==> config.mk <==
export PLATFORM = sky130hd
export DESIGN_NAME = entity_pool_free_list_manager
export DESIGN_NICKNAME = d
export VERILOG_FILES = /design/src/sv/epfl_pkg.sv /design/src/sv/entity_pool_free_list_manager.sv /design/src/sv/epfl_ctrl.sv /design/src/sv/epfl_dp.sv
export SDC_FILE = /design/constraint.sdc
export NUM_CORES = 2
export LEC_CHECK = 0
export ABC_AREA = 0
export BUFFER_PORTS_ARGS = -buffer_cell sky130_fd_sc_hd__buf_2
export CELL_PAD_IN_SITES_DETAIL_PLACEMENT = 1
export CELL_PAD_IN_SITES_GLOBAL_PLACEMENT = 2
export CORE_MARGIN = 2
export CORE_UTILIZATION = 42
export DETAILED_ROUTE_END_ITERATION = 12
export PLACE_DENSITY_LB_ADDON = 0.2
export SLEW_MARGIN = 40
export SYNTH_ARGS = -nofsm -noshare
export SYNTH_HDL_FRONTEND = slang
export SYNTH_HIERARCHICAL = 1
export SYNTH_SLANG_ARGS = --single-unit
==> constraint.sdc <==
create_clock -name clk_i -period 6.5 [get_ports clk_i]
set_clock_uncertainty 0.05 [all_clocks]
set_input_delay 0.975 -clock clk_i [delete_from_list [all_inputs] [get_ports clk_i]]
set_output_delay 0.975 -clock clk_i [all_outputs]
set_load 0.005 [all_outputs]
==> src/sv/epfl_pkg.sv <==
package epfl_pkg;

  localparam int unsigned OP_W     = 3;
  localparam int unsigned SLOT_W   = 6;
  localparam int unsigned MASK_W   = 16;
  localparam int unsigned STATUS_W = 2;
  localparam int unsigned COUNT_W  = 7;
  localparam int unsigned LINK_W   = 7;

  localparam logic [LINK_W-1:0] LINK_NIL = 7'h7f;

  typedef enum logic [OP_W-1:0] {
    OP_ALLOC   = 3'd0,
    OP_RELEASE = 3'd1,
    OP_CLEAR   = 3'd2,
    OP_SET     = 3'd3,
    OP_CLR     = 3'd4,
    OP_QUERY   = 3'd5
  } epfl_op_e;

  typedef enum logic [STATUS_W-1:0] {
    STAT_OK   = 2'd0,
    STAT_FULL = 2'd1,
    STAT_DEAD = 2'd2
  } epfl_status_e;

  typedef enum logic [2:0] {
    ST_IDLE,
    ST_DISPATCH,
    ST_ALLOC,
    ST_CHECK,
    ST_RELEASE,
    ST_WALK,
    ST_EMIT
  } epfl_state_e;

  typedef enum logic [3:0] {
    STEP_NONE,
    STEP_ALLOC_A,
    STEP_ALLOC_B,
    STEP_FULL,
    STEP_LOOKUP,
    STEP_DEAD,
    STEP_SET,
    STEP_CLR,
    STEP_UNLINK,
    STEP_REL_B,
    STEP_CLEAR,
    STEP_WALK_START,
    STEP_WALK
  } epfl_step_e;

  typedef struct packed {
    logic       latch;
    epfl_step_e step;
    logic       out_load;
    logic       out_pend;
  } epfl_cmd_t;

  typedef struct packed {
    epfl_op_e op;
    logic     free_ok;
    logic     slot_ok;
    logic     head_ok;
    logic     live;
    logic     match;
    logic     walk_done;
    logic     pend_valid;
    logic     out_free;
  } epfl_stat_t;

endpackage

==> src/sv/entity_pool_free_list_manager.sv <==
// channel | direction | handshake            | payload
// in      | input     | in_valid_i/in_ready_o | op_i, slot_index_i, component_mask_i
// out     | output    | out_valid_o/out_ready_i | status_o, result_slot_o, slot_valid_o,
//         |           |                      | last_result_o, live_count_o
// a query walks the active list slot by slot, reading each slot through the
// single read port of the link memories
// reset and clear restore the chains at once through per-entry valid bits
// a held result stalls only steps that load the output register
module entity_pool_free_list_manager
  import epfl_pkg::*;
#(
  parameter int unsigned POOL_SLOTS = 64,
  parameter int unsigned MASK_BITS  = 16
) (
  input  logic                clk_i,
  input  logic                rst_ni,
  input  logic                in_valid_i,
  output logic                in_ready_o,
  input  logic [OP_W-1:0]     op_i,
  input  logic [SLOT_W-1:0]   slot_index_i,
  input  logic [MASK_W-1:0]   component_mask_i,
  output logic                out_valid_o,
  input  logic                out_ready_i,
  output logic [STATUS_W-1:0] status_o,
  output logic [SLOT_W-1:0]   result_slot_o,
  output logic                slot_valid_o,
  output logic                last_result_o,
  output logic [COUNT_W-1:0]  live_count_o
);

  epfl_cmd_t  cmd;
  epfl_stat_t stat;

  epfl_ctrl u_ctrl (
    .clk_i      (clk_i),
    .rst_ni     (rst_ni),
    .in_valid_i (in_valid_i),
    .in_ready_o (in_ready_o),
    .stat_i     (stat),
    .cmd_o      (cmd)
  );

  epfl_dp #(
    .POOL_SLOTS (POOL_SLOTS),
    .MASK_BITS  (MASK_BITS)
  ) u_dp (
    .clk_i            (clk_i),
    .rst_ni           (rst_ni),
    .op_i             (op_i),
    .slot_index_i     (slot_index_i),
    .component_mask_i (component_mask_i),
    .out_ready_i      (out_ready_i),
    .out_valid_o      (out_valid_o),
    .status_o         (status_o),
    .result_slot_o    (result_slot_o),
    .slot_valid_o     (slot_valid_o),
    .last_result_o    (last_result_o),
    .live_count_o     (live_count_o),
    .cmd_i            (cmd),
    .stat_o           (stat)
  );

  assert property (@(posedge clk_i) disable iff (!rst_ni)
    (in_valid_i && in_ready_o) |=> !in_ready_o)
    else $error("second transaction taken while one is in flight");

  assert property (@(posedge clk_i) disable iff (!rst_ni)
    out_valid_o |-> (live_count_o <= COUNT_W'(POOL_SLOTS)))
    else $error("live count exceeds pool size");

  assert property (@(posedge clk_i) disable iff (!rst_ni)
    (out_valid_o && (status_o != STAT_OK)) |-> (!slot_valid_o && last_result_o))
    else $error("error result carries a slot or is not final");

  assert property (@(posedge clk_i) disable iff (!rst_ni)
    (out_valid_o && !slot_valid_o) |-> (result_slot_o == '0))
    else $error("result slot set without slot valid");

endmodule

==> src/sv/epfl_ctrl.sv <==
module epfl_ctrl
  import epfl_pkg::*;
(
  input  logic       clk_i,
  input  logic       rst_ni,
  input  logic       in_valid_i,
  output logic       in_ready_o,
  input  epfl_stat_t stat_i,
  output epfl_cmd_t  cmd_o
);

  epfl_state_e state_q, state_d;

  always_ff @(posedge clk_i or negedge rst_ni) begin
    if (!rst_ni) begin
      state_q <= ST_IDLE;
    end else begin
      state_q <= state_d;
    end
  end

  always_comb begin
    state_d = state_q;
    unique case (state_q)
      ST_IDLE: begin
        if (in_valid_i) state_d = ST_DISPATCH;
      end
      ST_DISPATCH: begin
        case (stat_i.op) inside
          OP_ALLOC:                  state_d = stat_i.free_ok ? ST_ALLOC : ST_EMIT;
          OP_RELEASE, OP_SET, OP_CLR: state_d = stat_i.slot_ok ? ST_CHECK : ST_EMIT;
          OP_QUERY:                  state_d = stat_i.head_ok ? ST_WALK : ST_EMIT;
          default:                   state_d = ST_EMIT;
        endcase
      end
      ST_ALLOC: state_d = ST_EMIT;
      ST_CHECK: begin
        if (stat_i.live && stat_i.op == OP_RELEASE) state_d = ST_RELEASE;
        else state_d = ST_EMIT;
      end
      ST_RELEASE: state_d = ST_EMIT;
      ST_WALK: begin
        if (!(stat_i.match && stat_i.pend_valid && !stat_i.out_free) && stat_i.walk_done) begin
          state_d = ST_EMIT;
        end
      end
      ST_EMIT: begin
        if (stat_i.out_free) state_d = ST_IDLE;
      end
      default: state_d = ST_IDLE;
    endcase
  end

  always_comb begin
    in_ready_o   = 1'b0;
    cmd_o        = '0;
    cmd_o.step   = STEP_NONE;
    unique case (state_q)
      ST_IDLE: begin
        in_ready_o  = 1'b1;
        cmd_o.latch = in_valid_i;
      end
      ST_DISPATCH: begin
        case (stat_i.op) inside
          OP_ALLOC:                  cmd_o.step = stat_i.free_ok ? STEP_ALLOC_A : STEP_FULL;
          OP_RELEASE, OP_SET, OP_CLR: cmd_o.step = stat_i.slot_ok ? STEP_LOOKUP : STEP_DEAD;
          OP_CLEAR:                  cmd_o.step = STEP_CLEAR;
          OP_QUERY:                  cmd_o.step = stat_i.head_ok ? STEP_WALK_START : STEP_NONE;
          default:                   cmd_o.step = STEP_NONE;
        endcase
      end
      ST_ALLOC: cmd_o.step = STEP_ALLOC_B;
      ST_CHECK: begin
        if (!stat_i.live) begin
          cmd_o.step = STEP_DEAD;
        end else begin
          case (stat_i.op)
            OP_SET:     cmd_o.step = STEP_SET;
            OP_CLR:     cmd_o.step = STEP_CLR;
            OP_RELEASE: cmd_o.step = STEP_UNLINK;
            default:    cmd_o.step = STEP_NONE;
          endcase
        end
      end
      ST_RELEASE: cmd_o.step = STEP_REL_B;
      ST_WALK: begin
        if (!(stat_i.match && stat_i.pend_valid && !stat_i.out_free)) begin
          cmd_o.step     = STEP_WALK;
          cmd_o.out_load = stat_i.match && stat_i.pend_valid;
          cmd_o.out_pend = 1'b1;
        end
      end
      ST_EMIT: begin
        cmd_o.out_load = stat_i.out_free;
      end
      default: cmd_o.step = STEP_NONE;
    endcase
  end

endmodule

==> src/sv/epfl_dp.sv <==
module epfl_dp
  import epfl_pkg::*;
#(
  parameter int unsigned POOL_SLOTS = 64,
  parameter int unsigned MASK_BITS  = 16
) (
  input  logic                clk_i,
  input  logic                rst_ni,
  input  logic [OP_W-1:0]     op_i,
  input  logic [SLOT_W-1:0]   slot_index_i,
  input  logic [MASK_W-1:0]   component_mask_i,
  input  logic                out_ready_i,
  output logic                out_valid_o,
  output logic [STATUS_W-1:0] status_o,
  output logic [SLOT_W-1:0]   result_slot_o,
  output logic                slot_valid_o,
  output logic                last_result_o,
  output logic [COUNT_W-1:0]  live_count_o,
  input  epfl_cmd_t           cmd_i,
  output epfl_stat_t          stat_o
);

  localparam int unsigned IDX_W = (POOL_SLOTS > 1) ? $clog2(POOL_SLOTS) : 1;
  localparam int unsigned MW    = (MASK_BITS < MASK_W) ? MASK_BITS : MASK_W;
  localparam logic [LINK_W-1:0] POOL_L = LINK_W'(POOL_SLOTS);
  localparam logic [IDX_W-1:0]  LAST_STEP = IDX_W'(POOL_SLOTS - 1);

  // latched transaction
  epfl_op_e          op_q;
  logic [SLOT_W-1:0] slot_q;
  logic [MW-1:0]     mask_q;

  // list heads and counters
  logic [LINK_W-1:0]  active_head_q, free_head_q;
  logic [COUNT_W-1:0] count_q;
  logic [IDX_W-1:0]   steps_q;
  logic [IDX_W-1:0]   pend_q;
  logic               pend_valid_q;

  // staged final result
  epfl_status_e      rs_status_q;
  logic [SLOT_W-1:0] rs_slot_q;
  logic              rs_valid_q;

  // output register
  logic              out_valid_q;
  epfl_status_e      out_status_q;
  logic [SLOT_W-1:0] out_slot_q;
  logic              out_svalid_q;
  logic              out_last_q;
  logic [COUNT_W-1:0] out_count_q;

  // memories
  logic [LINK_W-1:0] next_mem [POOL_SLOTS];
  logic [LINK_W-1:0] prev_mem [POOL_SLOTS];
  logic [MW:0]       info_mem [POOL_SLOTS];
  logic [POOL_SLOTS-1:0] next_vld_q, prev_vld_q, info_vld_q;

  logic              rd_en;
  logic [IDX_W-1:0]  rd_addr;
  logic [IDX_W-1:0]  rd_idx_q;
  logic [LINK_W-1:0] next_rd_q, prev_rd_q;
  logic [MW:0]       info_rd_q;
  logic              next_rd_vld_q, prev_rd_vld_q, info_rd_vld_q;

  logic              next_we, prev_we, info_we;
  logic [IDX_W-1:0]  next_wa, prev_wa, info_wa;
  logic [LINK_W-1:0] next_wd, prev_wd;
  logic [MW:0]       info_wd;

  logic [LINK_W-1:0] idx_link, idx_plus, next_eff, prev_eff;
  logic [MW:0]       info_eff;
  logic              live, match, walk_done, clear_all;

  assign idx_link = LINK_W'(rd_idx_q);
  assign idx_plus = idx_link + LINK_W'(1);
  assign next_eff = next_rd_vld_q ? next_rd_q : ((idx_plus < POOL_L) ? idx_plus : LINK_NIL);
  assign prev_eff = prev_rd_vld_q ? prev_rd_q
                  : ((rd_idx_q == '0) ? LINK_NIL : idx_link - LINK_W'(1));
  assign info_eff = info_rd_vld_q ? info_rd_q : '0;

  assign live      = info_eff[MW];
  assign match     = live && ((info_eff[MW-1:0] & mask_q) == mask_q);
  assign walk_done = !(next_eff < POOL_L) || (steps_q == LAST_STEP);
  assign clear_all = (cmd_i.step == STEP_CLEAR);

  always_comb begin
    stat_o.op         = op_q;
    stat_o.free_ok    = free_head_q < POOL_L;
    stat_o.slot_ok    = LINK_W'(slot_q) < POOL_L;
    stat_o.head_ok    = active_head_q < POOL_L;
    stat_o.live       = live;
    stat_o.match      = match;
    stat_o.walk_done  = walk_done;
    stat_o.pend_valid = pend_valid_q;
    stat_o.out_free   = !out_valid_q || out_ready_i;
  end

  // read port shared by all three memories
  always_comb begin
    rd_en   = 1'b0;
    rd_addr = '0;
    case (cmd_i.step)
      STEP_ALLOC_A: begin
        rd_en   = 1'b1;
        rd_addr = free_head_q[IDX_W-1:0];
      end
      STEP_LOOKUP: begin
        rd_en   = 1'b1;
        rd_addr = slot_q[IDX_W-1:0];
      end
      STEP_WALK_START: begin
        rd_en   = 1'b1;
        rd_addr = active_head_q[IDX_W-1:0];
      end
      STEP_WALK: begin
        rd_en   = !walk_done;
        rd_addr = next_eff[IDX_W-1:0];
      end
      default: rd_en = 1'b0;
    endcase
  end

  // write ports
  always_comb begin
    next_we = 1'b0;
    next_wa = '0;
    next_wd = '0;
    prev_we = 1'b0;
    prev_wa = '0;
    prev_wd = '0;
    info_we = 1'b0;
    info_wa = '0;
    info_wd = '0;
    case (cmd_i.step)
      STEP_ALLOC_A: begin
        prev_we = active_head_q < POOL_L;
        prev_wa = active_head_q[IDX_W-1:0];
        prev_wd = LINK_W'(free_head_q[IDX_W-1:0]);
      end
      STEP_ALLOC_B: begin
        next_we = 1'b1;
        next_wa = rd_idx_q;
        next_wd = active_head_q;
        prev_we = 1'b1;
        prev_wa = rd_idx_q;
        prev_wd = LINK_NIL;
        info_we = 1'b1;
        info_wa = rd_idx_q;
        info_wd = {1'b1, {MW{1'b0}}};
      end
      STEP_SET: begin
        info_we = 1'b1;
        info_wa = rd_idx_q;
        info_wd = {1'b1, info_eff[MW-1:0] | mask_q};
      end
      STEP_CLR: begin
        info_we = 1'b1;
        info_wa = rd_idx_q;
        info_wd = {1'b1, info_eff[MW-1:0] & ~mask_q};
      end
      STEP_UNLINK: begin
        next_we = prev_eff < POOL_L;
        next_wa = prev_eff[IDX_W-1:0];
        next_wd = next_eff;
        prev_we = next_eff < POOL_L;
        prev_wa = next_eff[IDX_W-1:0];
        prev_wd = prev_eff;
        info_we = 1'b1;
        info_wa = rd_idx_q;
        info_wd = {1'b0, info_eff[MW-1:0]};
      end
      STEP_REL_B: begin
        next_we = 1'b1;
        next_wa = rd_idx_q;
        next_wd = free_head_q;
        prev_we = 1'b1;
        prev_wa = rd_idx_q;
        prev_wd = LINK_NIL;
      end
      default: next_we = 1'b0;
    endcase
  end

  always_ff @(posedge clk_i) begin
    if (next_we) next_mem[next_wa] <= next_wd;
    if (prev_we) prev_mem[prev_wa] <= prev_wd;
    if (info_we) info_mem[info_wa] <= info_wd;
  end

  always_ff @(posedge clk_i) begin
    if (rd_en) begin
      next_rd_q     <= next_mem[rd_addr];
      prev_rd_q     <= prev_mem[rd_addr];
      info_rd_q     <= info_mem[rd_addr];
      next_rd_vld_q <= next_vld_q[rd_addr];
      prev_rd_vld_q <= prev_vld_q[rd_addr];
      info_rd_vld_q <= info_vld_q[rd_addr];
      rd_idx_q      <= rd_addr;
    end
  end

  // entries not written since reset or clear read as the reset chain
  always_ff @(posedge clk_i or negedge rst_ni) begin
    if (!rst_ni) begin
      next_vld_q <= '0;
      prev_vld_q <= '0;
      info_vld_q <= '0;
    end else if (clear_all) begin
      next_vld_q <= '0;
      prev_vld_q <= '0;
      info_vld_q <= '0;
    end else begin
      if (next_we) next_vld_q[next_wa] <= 1'b1;
      if (prev_we) prev_vld_q[prev_wa] <= 1'b1;
      if (info_we) info_vld_q[info_wa] <= 1'b1;
    end
  end

  always_ff @(posedge clk_i or negedge rst_ni) begin
    if (!rst_ni) begin
      active_head_q <= LINK_NIL;
      free_head_q   <= '0;
      count_q       <= '0;
      steps_q       <= '0;
      pend_valid_q  <= 1'b0;
    end else begin
      case (cmd_i.step)
        STEP_ALLOC_B: begin
          free_head_q   <= next_eff;
          active_head_q <= idx_link;
          count_q       <= count_q + COUNT_W'(1);
        end
        STEP_UNLINK: begin
          if (!(prev_eff < POOL_L)) active_head_q <= next_eff;
        end
        STEP_REL_B: begin
          free_head_q <= idx_link;
          count_q     <= count_q - COUNT_W'(1);
        end
        STEP_CLEAR: begin
          active_head_q <= LINK_NIL;
          free_head_q   <= '0;
          count_q       <= '0;
        end
        STEP_WALK_START: begin
          steps_q      <= '0;
          pend_valid_q <= 1'b0;
        end
        STEP_WALK: begin
          steps_q <= steps_q + IDX_W'(1);
          if (match) pend_valid_q <= 1'b1;
        end
        default: steps_q <= steps_q;
      endcase
    end
  end

  always_ff @(posedge clk_i) begin
    if (cmd_i.latch) begin
      op_q        <= epfl_op_e'(op_i);
      slot_q      <= slot_index_i;
      mask_q      <= component_mask_i[MW-1:0];
      rs_status_q <= STAT_OK;
      rs_slot_q   <= '0;
      rs_valid_q  <= 1'b0;
    end else begin
      case (cmd_i.step)
        STEP_FULL: rs_status_q <= STAT_FULL;
        STEP_DEAD: rs_status_q <= STAT_DEAD;
        STEP_ALLOC_B: begin
          rs_slot_q  <= SLOT_W'(rd_idx_q);
          rs_valid_q <= 1'b1;
        end
        STEP_WALK: begin
          if (match) pend_q <= rd_idx_q;
          if (walk_done && match) begin
            rs_slot_q  <= SLOT_W'(rd_idx_q);
            rs_valid_q <= 1'b1;
          end else if (walk_done && pend_valid_q) begin
            rs_slot_q  <= SLOT_W'(pend_q);
            rs_valid_q <= 1'b1;
          end
        end
        default: rs_valid_q <= rs_valid_q;
      endcase
    end
  end

  // output register
  always_ff @(posedge clk_i or negedge rst_ni) begin
    if (!rst_ni) begin
      out_valid_q <= 1'b0;
    end else if (cmd_i.out_load) begin
      out_valid_q <= 1'b1;
    end else if (out_ready_i) begin
      out_valid_q <= 1'b0;
    end
  end

  always_ff @(posedge clk_i) begin
    if (cmd_i.out_load) begin
      out_count_q <= count_q;
      if (cmd_i.out_pend) begin
        out_status_q <= STAT_OK;
        out_slot_q   <= SLOT_W'(pend_q);
        out_svalid_q <= 1'b1;
        out_last_q   <= 1'b0;
      end else begin
        out_status_q <= rs_status_q;
        out_slot_q   <= rs_slot_q;
        out_svalid_q <= rs_valid_q;
        out_last_q   <= 1'b1;
      end
    end
  end

  assign out_valid_o   = out_valid_q;
  assign status_o      = out_status_q;
  assign result_slot_o = out_slot_q;
  assign slot_valid_o  = out_svalid_q;
  assign last_result_o = out_last_q;
  assign live_count_o  = out_count_q;

endmodule

# == Word-level counts from Yosys, hierarchy flattened ==
# Memory sizes are Yosys's and may differ from the RTL's. A register that Yosys moved wholly into a read port is not among the register bits.
# Index checks and enable logic that the tools add are counted.
# word_totals
register_bits,290
ramBits,1984
input_bits,29
mem_count,3
# memory_table
memory,words,word_bits,read_ports,rd_ports_with_merged_regs,write_ports,line_no,rtl
u_dp.info_mem,64,17,1,1,1,epfl_dp.sv:56,logic [MW:0] info_mem [POOL_SLOTS];
u_dp.next_mem,64,7,1,1,1,epfl_dp.sv:54,logic [LINK_W-1:0] next_mem [POOL_SLOTS];
u_dp.prev_mem,64,7,1,1,1,epfl_dp.sv:55,logic [LINK_W-1:0] prev_mem [POOL_SLOTS];
# classes
addsub,5
magnitude_cmp,12
n_eq_ne,31
mux,82
bitwise,8
n_reduce_logical,39
# ops
op,count
64-bit 2-to-1 mux,6
64-bit bitwise OR,3
7-bit one-hot mux with 3 select lines,5
17-bit one-hot mux with 4 select lines,1
6-bit one-hot mux with 2 select lines,3
7-bit less-than comparator (second input constant),5
7-bit 2-to-1 mux,5
16-bit AND,2
6-bit 2-to-1 mux,5
6-bit by 7-bit less-than comparator with 1-bit output (second input constant),4
4-bit 2-to-1 mux,6
6-bit one-hot mux with 4 select lines,1
1-bit 2-to-1 mux,22
3-bit 2-to-1 mux,7
4-bit equality test (second input constant),5
4-bit one-hot mux with 5 select lines,1
1-bit binary-select mux with 6-bit select,3
1-bit demux with 6-bit select,3
6-bit by 1-bit greater-or-equal comparator with 1-bit output (second input constant),3
3-bit one-hot mux with 6 select lines,1
6-bit one-hot mux with 3 select lines,1
17-bit 2-to-1 mux,1
16-bit equality test,1
4-bit by 3-bit equality test with 1-bit output (second input constant),4
34 further kinds,79

# == Depth between registers and ports, before layout ==
# logic_depth
word_depth,18
mapped_depth,23

# == By module ==
# The synthesis kept the hierarchy.
# modules_own_cells
mod,instances,cells_per_inst,area_per_inst_um2,seq_area_each_um2
epfl_dp,1,6123,91933.2,67938.9
epfl_ctrl,1,70,490.5,75.1

# == Worst setup path after synthesis ==
# No wires, ideal clock.
# synth_timing
path_type,register -> register
startpoint,register u_dp.mask_q[14]
endpoint,memory u_dp/info_mem[0][0] (netlist bit) (data pin)
arrival_time_ns,5.765
t_required_ns,5.720
slack_ns,-0.045
stages_incl_launch_ff,16
period_less_slack_ns,6.545
path_cell_list,edfxtp_1 > nor2b_1 > a2111o_1 > a2111oi_0 > and3_1 > clkbuf_1 > buf_4 > nand3b_1 > o21ai_0 > o21ai_2 > nor2b_1 > and2_1 > clkbuf_1 > nand2_1 > clkbuf_1 > o32ai_1
# synth_lines
item,line_no,rtl
start: declaration,epfl_dp.sv:31,logic [MW-1:0] mask_q;
start signal: assignment,epfl_dp.sv:263,mask_q <= component_mask_i[MW-1:0];
end: declaration,epfl_dp.sv:56,

==> qor.yml <==
timing:
  setup_viol: 0
  slew_viol_final: 0
  max_slew_margin_pct: 34.74
  period_minus_slack_ns: 6.254
  tightest_slew_ns: 0.9516
  fin_crit_sh_pct: 96.21
  rsz0062_at_grt: "false"
  clock.fmax_ghz: 0.1599
  hold_viol_final: 0
  timing.hold.ws_ns: 0.1978
clock_network:
  clk_latency_ns: 0.90
  root_buffer: "clkbuf_16"
  cts.sinks: 2305
  clk_pin_slew_ns: 0.06
  cts_tree: "yes"
  clockBufferDepth: 3
  cts.htree.levels: 4
  cts-buffers-inserted: 236
  cts_setup_buffers: 0
synth:
  synthCells: 6193
  yosys.area.top_type_share_pct: 67.32
  synth_top_area_cell: "edfxtp_1"
  yosys-top-cells-area: "edfxtp_1 (67%), mux4_2 (5.9%), dfrtp_1 (5.9%), nand2_1 (4.7%), nand4_1 (2.0%)"
  yosys_warnings: 6
  postSynthAreaPerCell_um2: 14.92
  async_flop_share_pct: 9.718
  seq_area_frac_synth_pct: 73.59
  ys_ff_latch: 2305
  syn_area_um2: 92420
  ys.flop_type: "edfxtp_1"
  synth_edf_count: 2072
  ys_types: 81
  syn_nets: 6232
grt:
  grt_max_degree: 169
  grt_use_total_pct: 25.64
  grt_pass1_vias: 58180
  grt_pass1_wl_um: 419000
  gr-total-overflow: 0
  antenna_found_initial: 7
power:
  seq_power_share_pct: 41.1
  total_power_mw: 48.24
  power.density_nw_per_um2: 452.2
  clkPwrFrac_pct: 28.2
  p_leak_nw: 36.64
  swShare_pct: 35.08
  p_int_mw: 31.32
  switchingPower_mw: 16.93
  peakVddDrop_v: 0.0003557
  p_comb_share_pct: 30.8
hold_path:
  worstHoldPathType: "in -> reg"
flow_run:
  drv_cap: 0
setup_path:
  worst_path_max_delay_cell: "a2111oi_2"
  critPathLaunchType: "flip-flop"
  path_cells: "nor2b_1 -> a2111o_1 -> a2111oi_2 -> and3_2 -> nand3b_1 -> and3_1 -> o21bai_1 -> buf_4 -> nor2b_1 -> and3_1 -> a211oi_4 -> clkinv_8 -> buf_12 -> buf_4 -> mux4_2 -> a22oi_1 -> a21oi_1 -> a32o_1"
  cp.arrival_ns: 6.86
  crit_required_ns: 7.10
  endpoint_kind: "flip-flop"
  cp_slowest_stage_delay_ns: 0.48
  critPathKind: "reg -> reg"
  path_max_fanout: 68
routing:
  via_per_inst: 5.994
  ant_nets: 0
  drc: 0
  dr.first_iter.drc_count: 5638
  avgRoutedWirePerCell_um: 30.31
  dr_total_vias: 57140
  wl_um: 288900
  dr.pass1.iters: 6
finish:
  fin_cells: 9533
  nets: 6483
  drive_gt1_share_pct: 18.46
  area_growth_pct: 15.45
  fillCellCount: 21070
  stdcell_area_um2: 106700
  final_cell_mix: "edfxtp_1 (2,072), nand2_1 (1,151), nor2_1 (385), buf_4 (321), nand4_1 (302)"
  layout_commonest_cell: "edfxtp_1"
placement:
  place_area_um2: 98690
  portBuffers: 47
  dp_hpwl_um: 177400
  gp_congestion: 0.8353
  post-place-cells: 9067
die:
  fp.dieW_um: 473.1
  initial_core_util_pct: 42.15
  fp.dieH_um: 473.1
  die_area_um2: 223800
  core.rowCount: 172
  core_um2: 219300
  io_pins: 48
outcome:
  status: "completed"
## through the flow
step | TNS, ns | setup slack [ns] | utilization (%)
6_report | 0 | 0.2464 | 48.66
5_1_grt | 0 | 0.02738 | 48.65
4_1_cts | 0 | 0.003322 | 48.55
3_5_place_dp | -0.2192 | -0.08861 | 45.01
3_3_place_gp | -0.3973 | -0.3973 | 44.93
2_1_floorplan | -29.01 | -0.04533 | -
## final timing paths
check / depth (start not counted) / start / to / slack [ns]
worst max register to register: 18 / u_dp/mask_q[14]$_DFFE_PP_ / u_dp/info_rd_q[10]$_DFFE_PP_ / 0.25
min in group asynchronous: 2 / rst_ni / u_dp/info_vld_q[27]$_DFFE_PN0P_ / 0.49
worst min-delay path: 1 / component_mask_i[11] / u_dp/mask_q[11]$_DFFE_PP_ / 0.20
worst max-delay path: 18 / u_dp/mask_q[14]$_DFFE_PP_ / u_dp/info_rd_q[10]$_DFFE_PP_ / 0.25
max in group asynchronous: 4 / rst_ni / u_dp/prev_vld_q[46]$_DFFE_PN0P_ / 4.48
worst min register to register: 2 / u_dp/rs_valid_q$_SDFFE_PP0P_ / u_dp/rs_valid_q$_SDFFE_PP0P_ / 0.42
## cell usage after synthesis (all sizes together) (7+ instances only)
library cell and number:
o221a 32, nor2b 17, dfrtp 217, a22o 10, a221oi 7, ha 9
o21a 149, nand4 302, a32oi 33, nand2 1157, a31oi 36, clkbuf 227
nor2 458, nand3 240, xnor2 7, a32o 34, o21ai 48, dfstp 7
a21oi 137, and2 8, inv 41, and3 43, edfxtp 2072, o2111ai 66
mux4 242, nand2b 14, o32ai 17, dfxtp 9, mux2i 47, a222oi 9
nor3 11, a211oi 13, buf 199, a22oi 192
## final cells by class
class,count,area [um^2],share of cell area (%)
sequential,2305,68010,63.74
inverter,42,182.7,0.1712
tap,2871,3592,3.367
clock buffer,348,6719,6.297
multi-input combinational,3420,23110,21.66
timing repair buffer,439,4014,3.762
antenna,5,12.51,0.01173
clock inverter,103,1057,0.9909
## worst max-delay path, delay by kind of cell, from the launching register on
kind            cells  cell delay [ns]
buf+inv             4             1.22
flops               1             0.45
mux                 1             0.29
simple gates        6             1.46
compound gates      7             2.49
## cell families after synthesis
kind of cell,count (synthesis),share of synthesized area [%]
simple gates,2281,10.81
compound gates,824,6.624
mux,295,6.479
flops,2305,73.59
xor+xnor,9,0.08529
buf+inv,468,2.264
other cells,1,0.004057
fa+ha+maj,10,0.1435
## layer usage
metal  vias to the layer above  GRT usage (%)  routed length [um]
li1                      24340              -                   -
met1                     30600          37.29              128000
met2                      1852          40.36              136000
met3                       341          3.772               17770
met4                         2          7.096                7135
met5                         -              0                  13
## flip-flops by register name, summed over array words and instances (netlist names), 3 cells and up
name                cells
u_ctrl/state_q          3
u_dp/free_head_q        7
u_dp/prev_vld_q        64
u_dp/rs_slot_q          6
u_dp/active_head_q      7
u_dp/pend_q             6
u_dp/count_q            7
u_dp/rd_idx_q           6
u_dp/result_slot_o      6
u_dp/info_vld_q        64
u_dp/mask_q            16
u_dp/prev_mem         448
u_dp/next_mem         448
u_dp/info_rd_q         17
u_dp/info_mem        1088
u_dp/slot_q             6
u_dp/prev_rd_q          7
u_dp/live_count_o       7
u_dp/steps_q            6
u_dp/next_rd_q          7
u_dp/next_vld_q        64
u_dp/op_q               3
## repair_timing
action                                  4_1_cts  5_1_grt
gates resized for setup                       1        4
endpoints found under the setup margin        7       44
hold buffers                                  0        1
pin swaps                                     0        0
hold endpoints to repair                      0       18
## power by group through the flow
stage	Clock, mW	Combinational [mW]	Sequential, mW
floorplan	0	8.10	19.9
global placement	0	14.4	20.1
detailed placement	0	14.8	20.1
CTS	13.8	14.8	19.8
global route	14.4	15.8	19.9
finish	13.6	14.9	19.8
No activity file was read; power rests on OpenSTA's default activity.
